`src/rtl/sirt_pkg.sv`:
```
// Shared types and constants for the signed integer to radix text converter.
package sirt_pkg;

  localparam int unsigned SymSlots   = 16;
  localparam int unsigned DigitMax   = 32;
  localparam int unsigned ChunkBits  = 8;
  localparam int unsigned ValueBits  = 32;
  localparam int unsigned StepCount  = ValueBits / ChunkBits;

  localparam logic [7:0] SYM_PLUS  = 8'h2B;
  localparam logic [7:0] SYM_MINUS = 8'h2D;

  localparam logic REG_ALPHABET_LOW  = 1'b0;
  localparam logic REG_ALPHABET_HIGH = 1'b1;

  typedef logic [3:0] digit_t;
  typedef logic [4:0] base_len_t;
  typedef logic [5:0] digit_cnt_t;
  typedef logic [$clog2(StepCount)-1:0] step_t;

  typedef enum logic [1:0] {
    S_IDLE,
    S_DIV,
    S_EMIT
  } state_t;

endpackage

```
`src/rtl/signed_integer_to_radix_text_core.sv`:
```
// Top level of the signed integer to radix text converter.
//
// The input channel (in_valid, in_ready, value) takes one signed 32-bit number.
// The output channel (out_valid, out_ready, symbol, last) gives its text, one
// character per item, most significant digit first, with last high on the
// final character. A negative number starts with a minus byte.
// The digit alphabet sits in two 64-bit registers written through cfg_we,
// cfg_index and cfg_data; an alphabet that is too short, holds a sign byte or
// repeats a symbol gives no characters for the number.
// One shared 8-bit-per-cycle divide unit produces each digit chunk by chunk,
// most significant byte first; once all D digits are divided out, the D
// characters (plus a sign) leave at one per cycle while out_ready stays high.
// in_ready is high only while the converter is idle; a new number is taken
// while the final character still waits in the output register.
// When the receiver stalls, the output register holds its character and the
// converter waits. Reset clears both alphabet registers and all control state.
module signed_integer_to_radix_text_core
  import sirt_pkg::*;
#(
  parameter int unsigned MAX_BASE = 16
) (
  input  logic        clk,
  input  logic        rst,
  input  logic        cfg_we,
  input  logic        cfg_index,
  input  logic [63:0] cfg_data,
  input  logic        in_valid,
  output logic        in_ready,
  input  logic signed [31:0] value,
  output logic        out_valid,
  input  logic        out_ready,
  output logic [7:0]  symbol,
  output logic        last
);

  localparam int unsigned Cap = (MAX_BASE < SymSlots) ? MAX_BASE : SymSlots;

  logic [63:0] alphabet_low;
  logic [63:0] alphabet_high;
  logic [7:0]  sym_tab [SymSlots];

  state_t state;
  state_t state_next;

  logic [ValueBits-1:0] div_w;
  digit_t               rem;
  step_t                step;
  base_len_t            len;
  logic                 neg_pend;
  digit_cnt_t           nd;
  digit_t               stack [DigitMax];

  logic [SymSlots-1:0] counted;
  base_len_t           cfg_len;
  logic                base_ok;
  logic                accept;
  logic [ChunkBits-1:0] qbits;
  digit_t               rem_new;
  logic [ValueBits-1:0] quotient;
  logic                 emit_load;
  logic                 emit_sign;
  logic                 emit_done;
  digit_cnt_t           nd_m1;

  always_comb begin
    for (int k = 0; k < SymSlots / 2; k++) begin
      sym_tab[k]                = alphabet_low[8*k +: 8];
      sym_tab[k + SymSlots / 2] = alphabet_high[8*k +: 8];
    end
  end

  always_comb begin
    logic run;
    logic bad;
    run     = 1'b1;
    bad     = 1'b0;
    cfg_len = '0;
    for (int k = 0; k < SymSlots; k++) begin
      run        = run && (k < Cap) && (sym_tab[k] != 8'h00);
      counted[k] = run;
      cfg_len    = cfg_len + base_len_t'(run);
    end
    for (int a = 0; a < SymSlots; a++) begin
      if (counted[a] && (sym_tab[a] == SYM_PLUS || sym_tab[a] == SYM_MINUS)) begin
        bad = 1'b1;
      end
      for (int b = a + 1; b < SymSlots; b++) begin
        if (counted[b] && sym_tab[a] == sym_tab[b]) begin
          bad = 1'b1;
        end
      end
    end
    base_ok = !bad && (cfg_len >= base_len_t'(2));
  end

  always_comb begin
    logic [4:0] t;
    digit_t     r;
    r     = rem;
    qbits = '0;
    for (int i = ChunkBits - 1; i >= 0; i--) begin
      t = {r, div_w[ValueBits - ChunkBits + i]};
      if (t >= len) begin
        t        = t - len;
        qbits[i] = 1'b1;
      end
      r = t[3:0];
    end
    rem_new  = r;
    quotient = {div_w[ValueBits-ChunkBits-1:0], qbits};
  end

  assign nd_m1 = nd - digit_cnt_t'(1);

  always_comb begin
    in_ready  = (state == S_IDLE);
    accept    = in_valid && in_ready;
    emit_load = (state == S_EMIT) && (!out_valid || out_ready);
    emit_sign = emit_load && neg_pend;
    emit_done = emit_load && !neg_pend && (nd == digit_cnt_t'(1));
  end

  always_comb begin
    state_next = state;
    unique case (state)
      S_IDLE: begin
        if (accept && base_ok) begin
          state_next = S_DIV;
        end
      end
      S_DIV: begin
        if (step == step_t'(StepCount - 1) &&
            (quotient == '0 || nd == digit_cnt_t'(DigitMax - 1))) begin
          state_next = S_EMIT;
        end
      end
      S_EMIT: begin
        if (emit_done) begin
          state_next = S_IDLE;
        end
      end
      default: state_next = S_IDLE;
    endcase
  end

  always_ff @(posedge clk) begin
    if (rst) begin
      alphabet_low  <= '0;
      alphabet_high <= '0;
    end else if (cfg_we) begin
      if (cfg_index == REG_ALPHABET_LOW) begin
        alphabet_low <= cfg_data;
      end else begin
        alphabet_high <= cfg_data;
      end
    end
  end

  always_ff @(posedge clk) begin
    if (rst) begin
      state     <= S_IDLE;
      neg_pend  <= 1'b0;
      nd        <= '0;
      step      <= '0;
      out_valid <= 1'b0;
    end else begin
      state <= state_next;
      if (accept && base_ok) begin
        neg_pend <= value[ValueBits-1];
        nd       <= '0;
        step     <= '0;
      end
      if (state == S_DIV) begin
        step <= step + step_t'(1);
        if (step == step_t'(StepCount - 1)) begin
          nd <= nd + digit_cnt_t'(1);
        end
      end
      if (emit_load) begin
        out_valid <= 1'b1;
        if (emit_sign) begin
          neg_pend <= 1'b0;
        end else begin
          nd <= nd_m1;
        end
      end else if (out_ready) begin
        out_valid <= 1'b0;
      end
    end
  end

  always_ff @(posedge clk) begin
    if (accept) begin
      div_w <= value[ValueBits-1] ? (ValueBits'(0) - ValueBits'(value)) : ValueBits'(value);
      rem   <= '0;
      len   <= cfg_len;
    end else if (state == S_DIV) begin
      if (step == step_t'(StepCount - 1)) begin
        div_w                <= quotient;
        rem                  <= '0;
        stack[nd[4:0]]       <= rem_new;
      end else begin
        div_w <= quotient;
        rem   <= rem_new;
      end
    end
    if (emit_load) begin
      if (emit_sign) begin
        symbol <= SYM_MINUS;
        last   <= 1'b0;
      end else begin
        symbol <= sym_tab[stack[nd_m1[4:0]]];
        last   <= (nd == digit_cnt_t'(1));
      end
    end
  end

  a_depth: assert property (@(posedge clk) disable iff (rst)
    nd <= digit_cnt_t'(DigitMax))
    else $error("digit count beyond the stack depth");

  a_rem_below_base: assert property (@(posedge clk) disable iff (rst)
    (state == S_DIV) |-> ({1'b0, rem} < len))
    else $error("partial remainder not below the base");

  a_bad_base_idle: assert property (@(posedge clk) disable iff (rst)
    (accept && !base_ok) |=> (state == S_IDLE))
    else $error("invalid alphabet did not drop the item");

  a_sign_done: assert property (@(posedge clk) disable iff (rst)
    (state == S_IDLE) |-> !neg_pend)
    else $error("minus sign still pending when idle");

  a_emit_has_digits: assert property (@(posedge clk) disable iff (rst)
    (state == S_EMIT) |-> (nd != '0))
    else $error("emitting with an empty digit stack");

endmodule

```
`config.mk`:
```
export PLATFORM = sky130hd
export DESIGN_NAME = signed_integer_to_radix_text_core
export DESIGN_NICKNAME = d
export VERILOG_FILES = /design/src/rtl/sirt_pkg.sv /design/src/rtl/signed_integer_to_radix_text_core.sv
export SDC_FILE = /design/constraint.sdc
export NUM_CORES = 1
export LEC_CHECK = 0
export BUFFER_PORTS_ARGS = -buffer_cell sky130_fd_sc_hd__buf_2
export CORE_ASPECT_RATIO = 1.4
export CORE_MARGIN = 2
export CORE_UTILIZATION = 55
export DETAILED_ROUTE_END_ITERATION = 7
export PLACE_DENSITY = 0.7
export SYNTH_ARGS = -nofsm -noshare
export SYNTH_HDL_FRONTEND = slang
export SYNTH_SLANG_ARGS = --single-unit
```
`constraint.sdc`:
```
create_clock -name clk -period 29.9 [get_ports clk]
set_input_delay 2.99 -clock clk [delete_from_list [all_inputs] [get_ports clk]]
set_output_delay 2.99 -clock clk [all_outputs]
set_load 0.02 [all_outputs]
```
==> results.cfg <==
[cts]
cts_max_level = 2
cts_max_path_buffers = 3
clk_pin_slew_ns = 0.07
cts_made_buffers = 34
cts_setup_buffers = 0
cts_tree = yes
cts-root-buf = clkbuf_16
worstSkewPairLatency_ns = 0.59
cts_resized = 0
clock_sinks = 318
cts_hold_buf = 0

[sta]
rsz0062_at_grt = false
max_slew_margin_pct = 21.7
tightest_slew_ns = 1.17
fmax_mhz = 67.9
min_period_over_period_pct = 49.2
fin_crit_ns = 14.72
whs_ns = 0.465
finalSetupTns_ns = 0
finalSetupViolCount = 0
hold_viol_final = 0
final_max_slew_viol_count = 0
skew_ns = 0.0408

[status]
status = completed

[final_layout]
drive_above_1_share_pct = 13.3
fillers = 4280
nets = 3325
final_cells = 3831
fin_area_um2 = 30500
area_growth_pct = 7.22

[placement]
place_hpwl_mm = 63.5
io_buffers = 112
dpl_cell_area_um2 = 29300
dp.cells = 3767
gp_congestion = 0.998

[yosys]
yosysSeqAreaShare_pct = 28.5
syn_inst = 3203
ys_seq_elements = 318
synth_top_area_share_pct = 18.4
synth_area_leaders = edfxtp_1, xor2_1, xnor2_1
synth_cell_types = 74
synth_edf_count = 174
async_flop_share_pct = 0
ys_warn_count = 0
synth_area_leader_cell = edfxtp_1
postSynthNetCount = 3374
synth_top_flop_cell = edfxtp_1
synth_area_um2 = 28500
avgSynthCellArea_um2 = 8.88

[grt]
grt_pass1_wl_mm = 155
antenna_found_initial = 3
overflow = 0
grt_util_all_layers_pct = 38.5
grt_pass1_vias = 25030
grt_start_max_net_pins = 73

[hold_path]
worstHoldPathType = flop to flop

[critical_path]
crit_top_cell = a21o_1
worstPathRequired_ns = 30.17
crit_type = flop to flop
worstPathMaxFanout = 33
critPathLaunchType = flop
critPathSlowestCell = edfxtp_1
cp_slowest_stage_delay_ns = 0.73
end_kind = flop
cp_data_arrival_time_ns = 14.99

[flow_run]
maxCapViolCount = 0

[route]
drt_pass1_iterations = 6
vias_per_cell = 6.63
drcViolationCount = 0
wl_per_cell_um = 27.0
drt_iter0_markers = 3443
vias = 25399
drt_wl_total_mm = 103
ant_nets = 0

[floorplanning]
die_w_um = 196
initial_core_util_pct = 55.6
core_um2 = 51100
die_h_um = 273
fp.dieArea_um2 = 53600
io_pins = 113
rows = 98
[state kept, by name (all words and copies together) (netlist names), 2 cells and up]
name           count
len                5
nd                 6
state              2
alphabet_high     64
alphabet_low      64
rem                4
div_w             32
step               2
symbol             8
stack            128
[per-layer routing]
layer	GRT usage [%]	up-vias	part of all wire (%)
met4	26.1	0	7.8
met1	47.7	12111	36
met2	58.1	1850	43
met5	0	-	0
met3	11.1	624	13
li1	-	10814	-
[cell type report]
type	instances	area [µm²]	area share [%]
inverter	39	146	0.480
tap	650	813	2.67
timing repair buffer	254	1630	5.33
clock inverter	13	174	0.570
clock buffer	49	977	3.20
antenna	1	2.50	0.00820
multi-input combinational	2507	18700	61.2
sequential	318	8110	26.6
[through the flow]
stage	util, %	setup WS [ns]
finish	59.7	15.18
global route	59.7	13.91
CTS	59.6	14.89
detailed placement	57.4	14.94
global placement	57.4	15.24
floorplan	-	16.59
[layout by cell type, fill, tap and decap left out, drive strengths merged, types with 8 or more instances in the layout]
| cell type | count |
|---|---|
| xor2 | 550 |
| xnor2 | 477 |
| nand2 | 388 |
| buf | 254 |
| a21oi | 184 |
| edfxtp | 174 |
| dfxtp | 144 |
| nor4 | 142 |
| nand4 | 127 |
| nor2 | 106 |
| o21ai | 88 |
| ha | 52 |
| clkbuf | 49 |
| mux4 | 48 |
| mux2i | 45 |
| inv | 43 |
| nor3 | 34 |
| mux2 | 24 |
| nand3 | 22 |
| or3 | 22 |
| a211oi | 21 |
| nor2b | 20 |
| or4 | 20 |
| fa | 17 |
| a21o | 16 |
| nand2b | 14 |
| o31ai | 8 |
[cell families after synthesis]
family                   count (synthesis)  share of synthesized area [%]
AND/OR/NAND/NOR                        918                           16.1
flip-flops                             318                           28.5
XOR/XNOR                              1027                           31.6
AO/OA/AOI/OAI                          376                           7.77
multiplexers                           117                           6.39
buffers and inverters                  378                           6.10
adder cells (fa/ha/maj)                 69                           3.48
[worst max-delay path: cells and delay by family, from the launching register on]
family                   cells  cell delay, ns
AO/OA/AOI/OAI               34            7.65
adder cells (fa/ha/maj)      8            2.32
multiplexers                 4            1.43
AND/OR/NAND/NOR             12            1.35
buffers and inverters        7            0.90
flip-flops                   1            0.73
[synth_stat cells (all sizes together), types with 5 or more instances]
master / count
clkbuf: 109
nor3: 34
mux2i: 45
dfxtp: 144
nor2: 106
or4: 20
a31oi: 5
or3: 22
a21o: 16
o2111ai: 5
a2111oi: 6
nand2b: 14
mux4: 48
nand3b: 5
mux2: 24
a211oi: 21
o31ai: 8
inv: 39
edfxtp: 174
nor2b: 20
nand2: 388
and2: 5
nand4: 127
o41ai: 6
ha: 52
nand3: 22
a22oi: 5
xnor2: 477
o21ai: 88
xor2: 550
nor4: 142
fa: 17
a21oi: 184
buf: 230
[worst paths after layout]
check	from	end	slack, ns	cells after the start
max	len[1]	stack[10][0]	15.18	65
min	alphabet_low[33]	alphabet_low[33]	0.46	2
max reg2reg	len[1]	stack[10][0]	15.18	65
min reg2reg	alphabet_low[33]	alphabet_low[33]	0.46	2
Power is not shown: default switching activity piles up to over one toggle a cycle in this logic, so the estimate is an artifact.
